## src/hw/rtl/tpa_pkg.sv

```systemverilog
`timescale 1ns / 1ps
`default_nettype none
package tpa_pkg;

  localparam int KIND_W   = 3;
  localparam int RKIND_W  = 2;
  localparam int LEN_W    = 16;
  localparam int ANG_W    = 16;
  localparam int IN_W     = 24;
  localparam int AREA_W   = 56;
  localparam int CROSS_W  = 64;
  localparam int CZ_W     = 34;
  localparam int CX_W     = 48;
  localparam int ATAN_N   = 24;

  localparam int MAX_VERTICES_DEF = 1024;
  localparam int COORD_BITS_DEF   = 24;
  localparam int CORDIC_STEPS_DEF = 16;

  localparam logic [47:0] GAIN_Q32 = 48'd2608131496;

  localparam logic [KIND_W-1:0] K_STEP    = 3'd0;
  localparam logic [KIND_W-1:0] K_OPEN    = 3'd1;
  localparam logic [KIND_W-1:0] K_CLOSE   = 3'd2;
  localparam logic [KIND_W-1:0] K_SETPOS  = 3'd3;
  localparam logic [KIND_W-1:0] K_SETHEAD = 3'd4;
  localparam logic [KIND_W-1:0] K_RESTART = 3'd5;

  localparam logic [RKIND_W-1:0] R_POS   = 2'd0;
  localparam logic [RKIND_W-1:0] R_POLY  = 2'd1;
  localparam logic [RKIND_W-1:0] R_NOPEN = 2'd2;

  // datapath commands
  typedef enum logic [3:0] {
    C_NONE, C_LOAD, C_HEAD, C_CINIT, C_CITER, C_CDONE, C_MOVE,
    C_XTERM, C_XACC, C_AREA, C_DINIT, C_DITER, C_DDONE, C_OTHER
  } cmd_t;

  typedef struct packed {
    logic is_step;
    logic poly_open;
    logic is_close;
  } tpa_status_t;

  function automatic logic [31:0] atan_lut(input logic [4:0] i);
    logic [31:0] r;
    begin
      unique case (i)
        5'd0:  r = 32'd536870912; 5'd1:  r = 32'd316933406;
        5'd2:  r = 32'd167458907; 5'd3:  r = 32'd85004756;
        5'd4:  r = 32'd42667331;  5'd5:  r = 32'd21354465;
        5'd6:  r = 32'd10680862;  5'd7:  r = 32'd5340245;
        5'd8:  r = 32'd2670163;   5'd9:  r = 32'd1335087;
        5'd10: r = 32'd667544;    5'd11: r = 32'd333772;
        5'd12: r = 32'd166886;    5'd13: r = 32'd83443;
        5'd14: r = 32'd41722;     5'd15: r = 32'd20861;
        5'd16: r = 32'd10430;     5'd17: r = 32'd5215;
        5'd18: r = 32'd2608;      5'd19: r = 32'd1304;
        5'd20: r = 32'd652;       5'd21: r = 32'd326;
        5'd22: r = 32'd163;       default: r = 32'd81;
      endcase
      return r;
    end
  endfunction

endpackage
`default_nettype wire

```

## src/hw/rtl/tpa_ctrl.sv

```systemverilog
`timescale 1ns / 1ps
`default_nettype none
module tpa_ctrl #(
  parameter int CORDIC_STEPS = 16,
  parameter int DIV_STEPS    = 36
) (
  input  wire logic           clk,
  input  wire logic           rst,
  input  wire logic           in_beat,
  input  wire logic           out_free,
  input  wire tpa_pkg::tpa_status_t st,
  output tpa_pkg::cmd_t       cmd,
  output logic                busy,
  output logic                res_load
);
  import tpa_pkg::*;

  typedef enum logic [3:0] {
    S_IDLE, S_DEC, S_CINIT, S_CITER, S_CDONE, S_MOVE, S_XT, S_XA,
    S_AREA, S_DINIT, S_DITER, S_DDONE, S_OTHER, S_EMIT
  } state_t;

  localparam int CNT_W = $clog2(DIV_STEPS + CORDIC_STEPS + 1);

  state_t state;
  logic [CNT_W-1:0] cnt;

  // command decode
  always_comb begin
    unique case (state)
      S_DEC:   cmd = C_HEAD;
      S_CINIT: cmd = C_CINIT;
      S_CITER: cmd = C_CITER;
      S_CDONE: cmd = C_CDONE;
      S_MOVE:  cmd = C_MOVE;
      S_XT:    cmd = C_XTERM;
      S_XA:    cmd = C_XACC;
      S_AREA:  cmd = C_AREA;
      S_DINIT: cmd = C_DINIT;
      S_DITER: cmd = C_DITER;
      S_DDONE: cmd = C_DDONE;
      S_OTHER: cmd = C_OTHER;
      default: cmd = in_beat ? C_LOAD : C_NONE;
    endcase
  end

  assign busy     = (state != S_IDLE);
  assign res_load = (state == S_EMIT) && out_free;

  always_ff @(posedge clk) begin
    if (rst) begin
      state <= S_IDLE;
      cnt   <= '0;
    end else begin
      unique case (state)
        S_IDLE:  if (in_beat) state <= S_DEC;
        S_DEC:   state <= st.is_step ? S_CINIT :
                          ((st.is_close && st.poly_open) ? S_XT : S_OTHER);
        S_CINIT: begin
          cnt   <= '0;
          state <= S_CITER;
        end
        S_CITER: begin
          cnt <= cnt + 1'b1;
          if (cnt == CNT_W'(CORDIC_STEPS - 1)) state <= S_CDONE;
        end
        S_CDONE: state <= S_MOVE;
        S_MOVE:  state <= st.poly_open ? S_XT : S_EMIT;
        S_XT:    state <= S_XA;
        S_XA:    state <= st.is_step ? S_EMIT : S_AREA;
        S_AREA:  state <= S_DINIT;
        S_DINIT: begin
          cnt   <= '0;
          state <= S_DITER;
        end
        S_DITER: begin
          cnt <= cnt + 1'b1;
          if (cnt == CNT_W'(DIV_STEPS - 1)) state <= S_DDONE;
        end
        S_DDONE: state <= S_EMIT;
        S_OTHER: state <= S_EMIT;
        S_EMIT:  if (out_free) state <= S_IDLE;
        default: state <= S_IDLE;
      endcase
    end
  end
endmodule
`default_nettype wire

```

## config.mk

```make
export PLATFORM = sky130hd
export DESIGN_NAME = tpa_ctrl
export DESIGN_NICKNAME = d
export VERILOG_FILES = /design/src/hw/rtl/tpa_pkg.sv /design/src/hw/rtl/tpa_ctrl.sv
export SDC_FILE = /design/constraint.sdc
export NUM_CORES = 1
export LEC_CHECK = 0
export BUFFER_PORTS_ARGS = -buffer_cell sky130_fd_sc_hd__clkbuf_2
export CAP_MARGIN = 25
export CORE_MARGIN = 2
export CORE_UTILIZATION = 43
export CTS_CLUSTER_DIAMETER = 80
export DETAILED_ROUTE_END_ITERATION = 6
export HOLD_SLACK_MARGIN = 0.1
export PLACE_DENSITY = 0.6
export SETUP_SLACK_MARGIN = 0.3
export SLEW_MARGIN = 10
export SYNTH_ARGS = -nofsm -noshare
export SYNTH_HDL_FRONTEND = slang
export SYNTH_SLANG_ARGS = --single-unit
```

## constraint.sdc

```tcl
create_clock -name clk -period 1.6 [get_ports clk]
set_input_delay 0.24 -clock clk [delete_from_list [all_inputs] [get_ports clk]]
set_output_delay 0.24 -clock clk [all_outputs]
set_load 0.05 [all_outputs]
```

Yosys cells after proc, flatten, opt, wreduce, memory -nomap -nowiden
Index checks and enable logic that the tools add are counted.
Operators by class
  muxes and demuxes: 12
  $add $sub $neg: 1
  reductions and logical operators: 9
  eq/ne operators: 19
Operator list (number)
  case mux 4 bit (13 select lines): 1
  case mux 4 bit (12 select lines): 1
  two-way mux 4 bit: 7
  == test 4 bit, second input constant: 6
  == test 4 x 3 -> 1 bit, second input constant: 4
  case mux 6 bit (2 select lines): 1
  == test 4 x 2 -> 1 bit, second input constant: 2
  != test 2 bit, second input constant: 4
  adder 6 x 1 -> 6 bit, second input constant: 1
  == test 6 x 4 -> 1 bit, second input constant: 1
  == test 6 bit, second input constant: 1
  OR reduction 2 bit: 3
  == test 4 x 1 -> 1 bit, second input constant: 1
  zero test 4 bit: 1
  AND reduction 4 bit: 1
  nonzero test 4 bit: 1
  two-way mux 3 bit: 1
  logical AND 1 bit: 2
  nonzero test 2 bit: 1
  two-way mux 1 bit: 1
Storage, ports and cells
  logic and storage cells: 43
  output and inout bits: 6
  input port bits: 7
  register bits: 10

Longest topological paths before layout
Gate-level depths: netlist of run 1.
  depth in word-level cells: 4
  mapped depth: 6
  mapped depth without buffers: 5

Worst setup path after synthesis of run 1
No wires, ideal clock.
  path type: reg-to-output
  from: reg state[1]
  to: out cmd[0]
  arrival: 2.036 ns
  cell stages (with the launch flop): 7
  data required time: 1.360 ns
  buffers on the path: 2
  path slack: -0.676 ns
  cell sequence: dfxtp_1 -> buf_2 -> buf_2 -> nor3_1 -> nor2_1 -> nor2_1 -> a211oi_1
Between the ends
  word-level cells in the longest chain between the ends: 2
  elaborated cells on any way between the ends: 13
  classes of those cells: 12 x eq/ne; 1 x mux
Ends and longest elaborated chain
  start, declared: line tpa_ctrl.sv:25  | state_t state;
  start signal, assigned: line tpa_ctrl.sv:57  | S_DEC: state <= st.is_step ? S_CINIT :
  start signal, assigned: line tpa_ctrl.sv:68  | S_MOVE: state <= st.poly_open ? S_XT : S_EMIT;
  start signal, assigned: line tpa_ctrl.sv:70  | S_XA: state <= st.is_step ? S_EMIT : S_AREA;
  == test 4 bit, or another cell as far along: line tpa_ctrl.sv:30  | unique case (state)
  case mux 4 bit (12 select lines) (*): line tpa_ctrl.sv:30
  end, declared: line tpa_ctrl.sv:12  | output tpa_pkg::cmd_t cmd,
Every way passes the cells marked *; elsewhere a longest branch is shown, timed or not.

Worst setup path after layout of run 1
  from: reg state[0]
  to: out cmd[0]
The elaborated chain is that of the path after synthesis.

==> flow_metrics.tcl, run 1 <==
set metrics [dict create \
    place.gp.congestion 0.715 \
    holdPathStages 2 \
    rsz0062_at_grt "yes" \
    cts_tree "built" \
    worst_pin_slew_ns 0.370 \
    place_hpwl_um 1320 \
    vias_per_cell 5.54 \
    initial_utilization_pct 46.1 \
    p_int_mw 1.42 \
    clkPwrFrac_pct 6.3 \
    num_vias 903 \
    track_usage_pct 20.4 \
    p_sw_mw 1.31 \
    dp_slack_ns 0.0720 \
    max_slew_margin_pct 75.3 \
    cp_num_buf_inv 2 \
    gr-total-overflow 0 \
    fp.dieH_um 50.1 \
    netlist_instances 105 \
    fp.coreArea_um2 1980 \
    antenna_cells 0 \
    timing.final.crit_share_pct 98.6 \
    nets 146 \
    p_comb_share_pct 77.5 \
    rows 16 \
    port_buffers 12 \
    period_needed_ns 1.58 \
    antenna_found_initial 0 \
    arrival_ns 1.34 \
    synth_edf_count 0 \
    setup-violations-final 0 \
    netSwitchingFraction_pct 47.9 \
    n_fill_cell 116 \
    synth.avg_cell_area_um2 8.70 \
    synth.distinct_cells 40 \
    multi_input_area_um2 847 \
    grt_pass1_wl_um 3960 \
    finalClockSkew_ns 0.00551 \
    grt_pass1_vias 873 \
    cp_max_fo 7 \
    min_path_type "input port to flip-flop" \
    path_class "flip-flop to primary output" \
    ant_nets 0 \
    ys_warn_count 0 \
    cp-start-kind "flip-flop" \
    seqCellArea_um2 218 \
    cts_buffers 3 \
    wirelength_um 2590 \
    yosys_register_bits 10 \
    worstSkewPairLatency_ns 0.27 \
    hold_buffers 0 \
    placedCellCount 140 \
    met3_usage_pct 5.15 \
    cp-end-kind "primary output" \
    cts.sinks 10 \
    seqPwrFrac_pct 16.1 \
    drv_cap 0 \
    path_cells "buf_6 > nor2_4 > nor2_2 > a211oi_4 > buf_12" \
    slowest_delay_ns 0.38 \
    path_clk_slew_ns 0.07 \
    worstRegToRegCells 6 \
    fmax_mhz 634 \
    timing_hold_violations_final 0 \
    power.leakage_nw 0.542 \
    required_ns 1.36 \
    cp_slowest_cell "dfxtp_4" \
    ys.flop_type "dfxtp_1" \
    mostFrequentLayoutCells "buf_4, buf_6, xnor2_1, clkbuf_2" \
    grt_max_degree 13 \
    grtUsageMet2_pct 33.6 \
    total_power_mw 2.73 \
    drtIter0Drc 16 \
    cts_max_level 1 \
    powerDensity_nw_per_um2 1830 \
    dieArea_um2 2510 \
    yosysSeqAreaShare_pct 21.9 \
    layout_setup_ws_ns 0.0227 \
    cp_top_family "flip-flops" \
    worst-path-stages 5 \
    synthToLayoutAreaGrowth_pct 63.3 \
    clock_path_buffers 2 \
    syn_area_um2 913 \
    remaining_drc_errors 0 \
    wl_per_cell_um 15.9 \
    synth_fp_nets 113 \
    async_flop_share_pct 0 \
    drt_pass1_iterations 4 \
    stdcell_count 163 \
    status "finished, final reports clean" \
    grt_use_met1_pct 26.6 \
    fp.dieW_um 50.1 \
    slew_violations 0 \
    cts_root_buf "clkbuf_4" \
    top_usage_layer "met2" \
    drive_gt1_share_pct 63.2 \
    ios 13 \
    peakVddDrop_v 0.00168 \
    mostFrequentLayoutCell "buf_4" \
]
[routing by layer]
metal  vias up  share of wire, %
li1        445                 -
met1       442                47
met2        14                51
met3         2               2.4
met4         0              0.31
met5         -                 0
[logic make-up (layout without fill, tap and decap cells)]
family	after synthesis	in the layout	share of synthesized area [%]
DFF	10	10	21.9
adders and majority gates	1	1	1.37
AOI/OAI and AO/OA	29	29	31.2
and+or+nand+nor	43	43	28.5
buffers and inverters	13	44	7.95
xor gates and xnor gates	6	6	5.75
muxes	3	3	3.29
[per-stage QoR]
step	cell area (µm²)	utilization [%]	TNS (ns)	hold WS, ns
6_report	1490	75.3	0	0.230
5_1_grt	1490	75.3	-0.0621	0.221
4_1_cts	1310	66.2	-0.00732	0.211
3_5_place_dp	1050	53.0	0	0.488
3_3_place_gp	1050	53.0	0	0.488
2_1_floorplan	1000	-	0	0.302
[final timing paths]
| check | start | end | slack, ns |
|---|---|---|---|
| hold reg to reg | cnt[1] | cnt[1] | 0.52 |
| setup / recovery | state[0] | cmd[0] | 0.02 |
| setup reg to reg | state[0] | cnt[5] | 0.06 |
| hold / removal | rst | state[2] | 0.23 |
[power by group through the flow]
stage / Combinational, mW / Clock, mW / Sequential [mW]
global route: 2.22 / 0.192 / 0.453
CTS: 1.69 / 0.179 / 0.437
finish: 2.11 / 0.173 / 0.440
floorplan: 1.22 / 0 / 0.352
detailed placement: 1.27 / 0 / 0.465
global placement: 1.27 / 0 / 0.460
[sequential cells by signal (all words and copies together), names as in the netlist]
signal	cells
state	4
cnt	6
[cells in the mapped netlist (all sizes together), types with 4 or more instances]
cell type / number / area, µm²
a2111oi: 5 / 100
a21oi: 6 / 30.0
buf: 8 / 53.8
dfxtp: 10 / 200
nand2: 5 / 18.8
nand2b: 4 / 25.0
nand3: 4 / 20.0
nor2: 12 / 50.1
nor2b: 6 / 37.5
o21ai: 5 / 25.0
xnor2: 6 / 52.6
[area by class of cell]
cell class,instances,area share [%]
clock buffer,3,1.51
tap,27,2.27
timing repair buffer,38,24.1
multi-input combinational,82,56.8
inverter,3,0.755
sequential,10,14.6
[worst register-to-register path, cell delays in order (launching register included)]
cell and delay, ns:
dfxtp_4 0.38, buf_4 0.14, buf_6 0.13, a21bo_4 0.27
a2111oi_4 0.31, xnor2_1 0.17, nor2_2 0.04
[repair_timing]
item / in CTS / in global routing
pin swaps: 17 / 13
cloned: 0 / 0
gates resized for setup: 43 / 29
setup buffers: 11 / 9
setup endpoints to repair: 16 / 16
(Power assumes the default switching activity.)
==> inputs of run 2 (changes only) <==
CELL_PAD_IN_SITES_DETAIL_PLACEMENT = 1   (was default)
CELL_PAD_IN_SITES_GLOBAL_PLACEMENT = 1   (was default)
CORE_UTILIZATION = 42   (was 43)
PLACE_DENSITY = 0.75   (was 0.6)
==> run 2 against run 1 <==
- synthesized cell count unchanged
- area after synthesis unchanged
- the flow now stops in global routing (5_1_grt)
==> flow_metrics.tcl, run 2 <==
set metrics [dict create \
    cts_max_level 1 \
    place_hpwl_um 1660 \
    port_buffers 12 \
    clock_path_buffers 2 \
    initial_utilization_pct 45.6 \
    yosysSeqAreaShare_pct 21.9 \
    status "did not finish" \
    async_flop_share_pct 0 \
    grt_max_degree 16 \
    hold_buffers 0 \
    synth_top_area_share_pct 21.9 \
    synth_area_leaders "dfxtp_1, a2111oi_4, xnor2_1, nor2_1, nor2b_1" \
    ys_warn_count 0 \
    syn_area_um2 913 \
    synth.top_cells.by_count "dfxtp_1, nor2_1, a21oi_1, nor2b_1, xnor2_1" \
    netlist_instances 105 \
    rows 16 \
    synth_fp_nets 113 \
    antenna_found_initial 0 \
    yosys.area.top_type "dfxtp_1" \
    cts_buffers 3 \
    synth.avg_cell_area_um2 8.70 \
    synth_edf_count 0 \
    yosys_register_bits 10 \
    crit_endpoint "cmd[3]" \
    ys.flop_type "dfxtp_1" \
    synth.distinct_cells 40 \
    fp.dieW_um 50.6 \
    fp.dieH_um 50.6 \
    stop_stage "global routing (5_1_grt)" \
    place.gp.congestion 0.762 \
    error_line "[ERROR DPL-0033] detailed placement checks failed during check placement." \
    cts.sinks 10 \
    cts_root_buf "clkbuf_4" \
    endpoint_type "primary output" \
    ios 13 \
]
[run 2: cell counts after synthesis]
No cell type changed its count.
[run 2: metrics by stage]
step | utilization (%) | hold WS [ns] | area (µm²) | setup slack (ns) | cells
2_1_floorplan | - | 0.302 | 1000 | 0.0931 | 105
3_3_place_gp | 52.8 | 0.499 | 1060 | 0.0877 | 143
3_5_place_dp | 52.8 | 0.506 | 1060 | 0.0544 | 143
4_1_cts | 63.9 | 0.212 | 1280 | 0.0111 | 153
[run 2: timing repair]
item                       in CTS
setup buffers                   7
setup endpoints to repair      16
pin swaps                       5
resized for setup              40
[run 2: cell families after synthesis]
| kind of cell | count (synthesis) | synth area share [%] |
|---|---|---|
| AO/OA/AOI/OAI | 29 | 31.2 |
| XOR/XNOR | 6 | 5.75 |
| adder cells (fa/ha/maj) | 1 | 1.37 |
| buffers and inverters | 13 | 7.95 |
| flip-flops | 10 | 21.9 |
| multiplexers | 3 | 3.29 |
| AND/OR/NAND/NOR | 43 | 28.5 |
==> inputs of run 3 (changes only) <==
CELL_PAD_IN_SITES_DETAIL_PLACEMENT = default   (was 1)
CELL_PAD_IN_SITES_GLOBAL_PLACEMENT = default   (was 1)
CORE_AREA = 2 2 63 65   (was default)
CORE_MARGIN = default   (was 2)
CORE_UTILIZATION = default   (was 42)
CTS_CLUSTER_DIAMETER = default   (was 80)
DIE_AREA = 0 0 65 67   (was default)
HOLD_SLACK_MARGIN = default   (was 0.1)
PLACE_DENSITY = default   (was 0.75)
PLACE_DENSITY_LB_ADDON = 0.15   (was default)
SETUP_SLACK_MARGIN = default   (was 0.3)
==> run 3 against run 2 <==
- the run now ends clean
==> flow_metrics.tcl, run 3 (same netlist as run 1, synthesis figures left out) <==
set metrics [dict create \
    arrival_ns 1.32 \
    dpl_cell_area_um2 1060 \
    hold_buffers 0 \
    fp.coreArea_um2 3610 \
    post-route-util_pct 32.7 \
    path_clk_slew_ns 0.05 \
    fmax_mhz 642 \
    largest_reg_flops 6 \
    slowest_delay_ns 0.37 \
    path_cells "buf_6 > nor2_4 > nor2_2 > a211oi_2 > clkbuf_8" \
    placedCellCount 165 \
    ant_nets 0 \
    post-route-cell-area_um2 1180 \
    required_ns 1.36 \
    cp-end-kind "primary output" \
    cts_root_buf "clkbuf_8" \
    initial_utilization_pct 25.3 \
    r2r_slack_ns 0.15 \
    cts.sinks 10 \
    rsz0062_at_grt "no" \
    synthToLayoutAreaGrowth_pct 29.0 \
    fp.dieW_um 65 \
    holdPathStages 2 \
    nets 133 \
    rr_endpoint "cnt[2]" \
    grt_pass1_wl_um 3320 \
    timing.final.crit_share_pct 97.4 \
    worstRegToRegCells 5 \
    max_slew_margin_pct 75.3 \
    p_sw_mw 1.03 \
    rows 22 \
    port_buffers 12 \
    mostFrequentLayoutCells "buf_4, clkbuf_2, nor2_1, dfxtp_1" \
    drive_gt1_share_pct 42.3 \
    timing_hold_violations_final 0 \
    ios 13 \
    slew_violations 0 \
    mostFrequentLayoutCell "buf_4" \
    stdcell_count 171 \
    vias_per_cell 4.83 \
    setup-violations-final 0 \
    cp_top_family "flip-flops" \
    peakVddDrop_v 0.000644 \
    min_path_type "input port to flip-flop" \
    power.leakage_nw 0.431 \
    fp.dieH_um 67 \
    cp-start-kind "flip-flop" \
    clkPwrFrac_pct 12.0 \
    reg_top3 "cnt: 6 flops, state: 4 flops" \
    track_usage_pct 9.66 \
    p_int_mw 1.08 \
    hold_end "state[2]" \
    dieArea_um2 4360 \
    finalClockSkew_ns 0.000782 \
    r2r_start "state[3]" \
    worstHoldStart "rst" \
    setup_tns_ns 0 \
    drt_pass1_iterations 4 \
    p_comb_share_pct 67.4 \
    antenna_cells 0 \
    n_fill_cell 370 \
    place.gp.congestion 0.760 \
    cts_buffers 3 \
    grt_max_degree 16 \
    place_hpwl_um 1520 \
    cp_slowest_cell "dfxtp_4" \
    grt_pass1_vias 759 \
    wirelength_um 1980 \
    netSwitchingFraction_pct 48.8 \
    num_vias 826 \
    seqPwrFrac_pct 20.5 \
    largest_register "cnt" \
    period_needed_ns 1.56 \
    gr-total-overflow 0 \
    wl_per_cell_um 11.6 \
    cp_num_buf_inv 2 \
    status "finished, final reports clean" \
    drtIter0Drc 16 \
    cts_max_level 1 \
    remaining_drc_errors 0 \
    path_class "flip-flop to primary output" \
    cp_max_fo 8 \
    worst_pin_slew_ns 0.361 \
    cts_tree "built" \
    clock_path_buffers 2 \
    worstSkewPairLatency_ns 0.23 \
    powerDensity_nw_per_um2 1790 \
    antenna_found_initial 0 \
    drv_cap 0 \
]
[run 3: routing by layer]
metal | GRT usage [%] | wire length, µm
met4 | 2.39 | 0
met1 | 12.3 | 1010
met2 | 15.6 | 913
met3 | 3.21 | 59
met5 | 0 | 0
[run 3: worst max path at each step]
stage,from,end,slack [ns],depth (start not counted)
floorplan,state[3],cmd[0],-0.22,4
global placement,state[1],cnt[5],0.02,4
detailed placement,state[1],cnt[5],0.03,4
CTS,state[3],cmd[0],0.02,4
global route,state[1],cmd[3],0.002,4
finish,state[0],cmd[0],0.04,5
[run 3: layout make-up]
class                      instances  area, µm²  area share (%)
sequential                        10        211            17.9
timing repair buffer              25        179            15.2
multi-input combinational         82        676            57.3
clock buffer                       3       41.3            3.50
inverter                           3       11.3           0.955
tap                               48       60.1            5.10
[run 3: power by group through the flow]
stage               sequential, mW  clock [mW]  combinational [mW]
CTS                          0.423       0.266                1.34
global placement             0.410           0                1.29
global route                 0.448       0.282                1.52
floorplan                    0.342           0                1.08
finish                       0.433       0.254                1.42
detailed placement           0.410           0                1.28
[run 3: through the flow]
| stage | power [mW] | worst slack (ns) | hold WS [ns] |
|---|---|---|---|
| 5_1_grt | 2.25 | 0.00193 | 0.252 |
| 3_5_place_dp | 1.69 | 0.0271 | 0.495 |
| 2_1_floorplan | 1.42 | -0.219 | 0.309 |
| 6_report | 2.11 | 0.0416 | 0.251 |
| 3_3_place_gp | 1.70 | 0.0218 | 0.504 |
| 4_1_cts | 2.03 | 0.0165 | 0.241 |
[run 3: timing repair]
action / CTS / global route
endpoints found under the hold margin: 0 / 0
resized for setup: 11 / 7
setup buffers: 0 / 3
pin swaps: 0 / 1
setup endpoints to repair: 6 / 4
==> inputs of run 4 (changes only) <==
BUFFER_PORTS_ARGS = -buffer_cell sky130_fd_sc_hd__buf_2   (was -buffer_cell sky130_fd_sc_hd__clkbuf_2)
==> run 4 against run 3 <==
- global-route usage up 1.1 points
- flip-flop and latch count unchanged
- sequential power up 3%
- critical path depth unchanged
- highest routed layer is now met4
- final area down 1.6%
- cell count down 0.58%
- largest power group unchanged
==> flow_metrics.tcl, run 4 (same netlist as run 1, synthesis figures left out) <==
set metrics [dict create \
    status "finished, final reports clean" \
    slew_violations 0 \
    cp_slowest_cell "dfxtp_4" \
    hold_buffers 0 \
    whs_ns 0.225 \
    vias_per_cell 4.68 \
    wirelength_um 2040 \
    fp.coreArea_um2 3610 \
    fmax_mhz 644 \
    min_path_type "input port to flip-flop" \
    synthToLayoutAreaGrowth_pct 27.0 \
    worst_pin_slew_ns 0.387 \
    largest_reg_flops 6 \
    placedCellCount 166 \
    initial_utilization_pct 25.3 \
    finalClockSkew_ns 0.00754 \
    timing.final.crit_share_pct 97.0 \
    rsz0062_at_grt "yes" \
    peakVddDrop_v 0.000509 \
    place.gp.congestion 0.722 \
    clock_path_buffers 2 \
    post-route-util_pct 32.2 \
    drt_pass1_iterations 4 \
    cp-end-kind "primary output" \
    seqCellArea_um2 213 \
    antenna_found_initial 0 \
    path_class "flip-flop to primary output" \
    num_vias 795 \
    cp_common_cell "nor2_1" \
    drv_cap 0 \
    n_fill_cell 371 \
    nets 131 \
    ant_nets 0 \
    dp_slack_ns 0.00931 \
    fp.dieW_um 65 \
    mostFrequentLayoutCell "buf_4" \
    post_cts_buffers 0 \
    mostFrequentLayoutCells "buf_4, nor2_1, buf_2" \
    grt_pass1_vias 772 \
    cp_max_fo 12 \
    cts_root_buf "clkbuf_8" \
    setup-violations-final 0 \
    power.leakage_nw 0.422 \
    period_needed_ns 1.55 \
    path_cells "buf_4 > nor2_1 > nor2_1 > a211oi_2 > buf_6" \
    gr-total-overflow 0 \
    timing_hold_violations_final 0 \
    required_ns 1.36 \
    wl_per_cell_um 12.0 \
    antenna_cells 0 \
    cts_tree "built" \
    grt_max_degree 13 \
    drtIter0Drc 34 \
    place_hpwl_um 1570 \
    cts_buffers 3 \
    reg_top3 "cnt: 6 flops, state: 4 flops" \
    port_buffers 12 \
    max_slew_margin_pct 73.6 \
    worstSkewPairLatency_ns 0.24 \
    multi_input_area_um2 661 \
    stdcell_count 170 \
    cts.sinks 10 \
    largest_register "cnt" \
    rows 22 \
    setup_tns_ns 0 \
    layout_setup_ws_ns 0.0472 \
    slowest_delay_ns 0.39 \
    drive_gt1_share_pct 40.2 \
    remaining_drc_errors 0 \
    cp-start-kind "flip-flop" \
    ios 13 \
    track_usage_pct 10.7 \
    dieArea_um2 4360 \
    arrival_ns 1.31 \
    cts_max_level 1 \
    grt_pass1_wl_um 3550 \
    powerDensity_nw_per_um2 1800 \
    path_clk_slew_ns 0.05 \
    fp.dieH_um 67 \
]
[run 4: worst max-delay path, delay by kind of cell (launching register included)]
family	cells	cell delay, ns
flops	1	0.39
buf+inv	2	0.35
compound gates	1	0.17
simple gates	2	0.16
[run 4: stage by stage]
| stage | total power [mW] | instance area [µm²] |
|---|---|---|
| final | 2.09 | 1160 |
| after global routing | 2.25 | 1160 |
| after CTS | 2.08 | 1140 |
| after detailed placement | 1.72 | 1070 |
| after global placement | 1.71 | 1070 |
| after floorplan | 1.42 | 931 |
[run 4: power breakdown]
group / switching, mW / leakage [nW] / internal, mW / total [mW]
clock network: 0.0979 / 0.0288 / 0.216 / 0.314
logic: 0.793 / 0.310 / 0.539 / 1.33
registers: 0.125 / 0.0838 / 0.320 / 0.445
[run 4: per-layer routing]
layer	vias up	global-route usage, %	wire [µm]
met1	371	13.7	970
met5	-	0	0
li1	413	-	-
met3	2	3.55	84
met2	9	16.5	962
met4	0	4.52	17
[run 4: area by class of cell]
type / count / area share (%)
timing repair buffer: 23 / 13.8
multi-input combinational: 82 / 57.0
sequential: 10 / 18.3
inverter: 3 / 0.971
tap: 48 / 5.18
clock buffer: 4 / 4.75
[run 4: repair_timing]
action | CTS | global route
setup endpoints to repair | 7 | 4
cloned | 0 | 0
resized for setup | 9 | 6
[run 4: worst paths after layout]
| path | slack, ns | cells past startpoint | from | to |
|---|---|---|---|---|
| max | 0.05 | 5 | state[0] | cmd[0] |
| max reg2reg | 0.18 | 5 | state[2] | state[3] |
| min | 0.22 | 2 | rst | state[2] |
| min reg2reg | 0.52 | 2 | cnt[1] | cnt[1] |
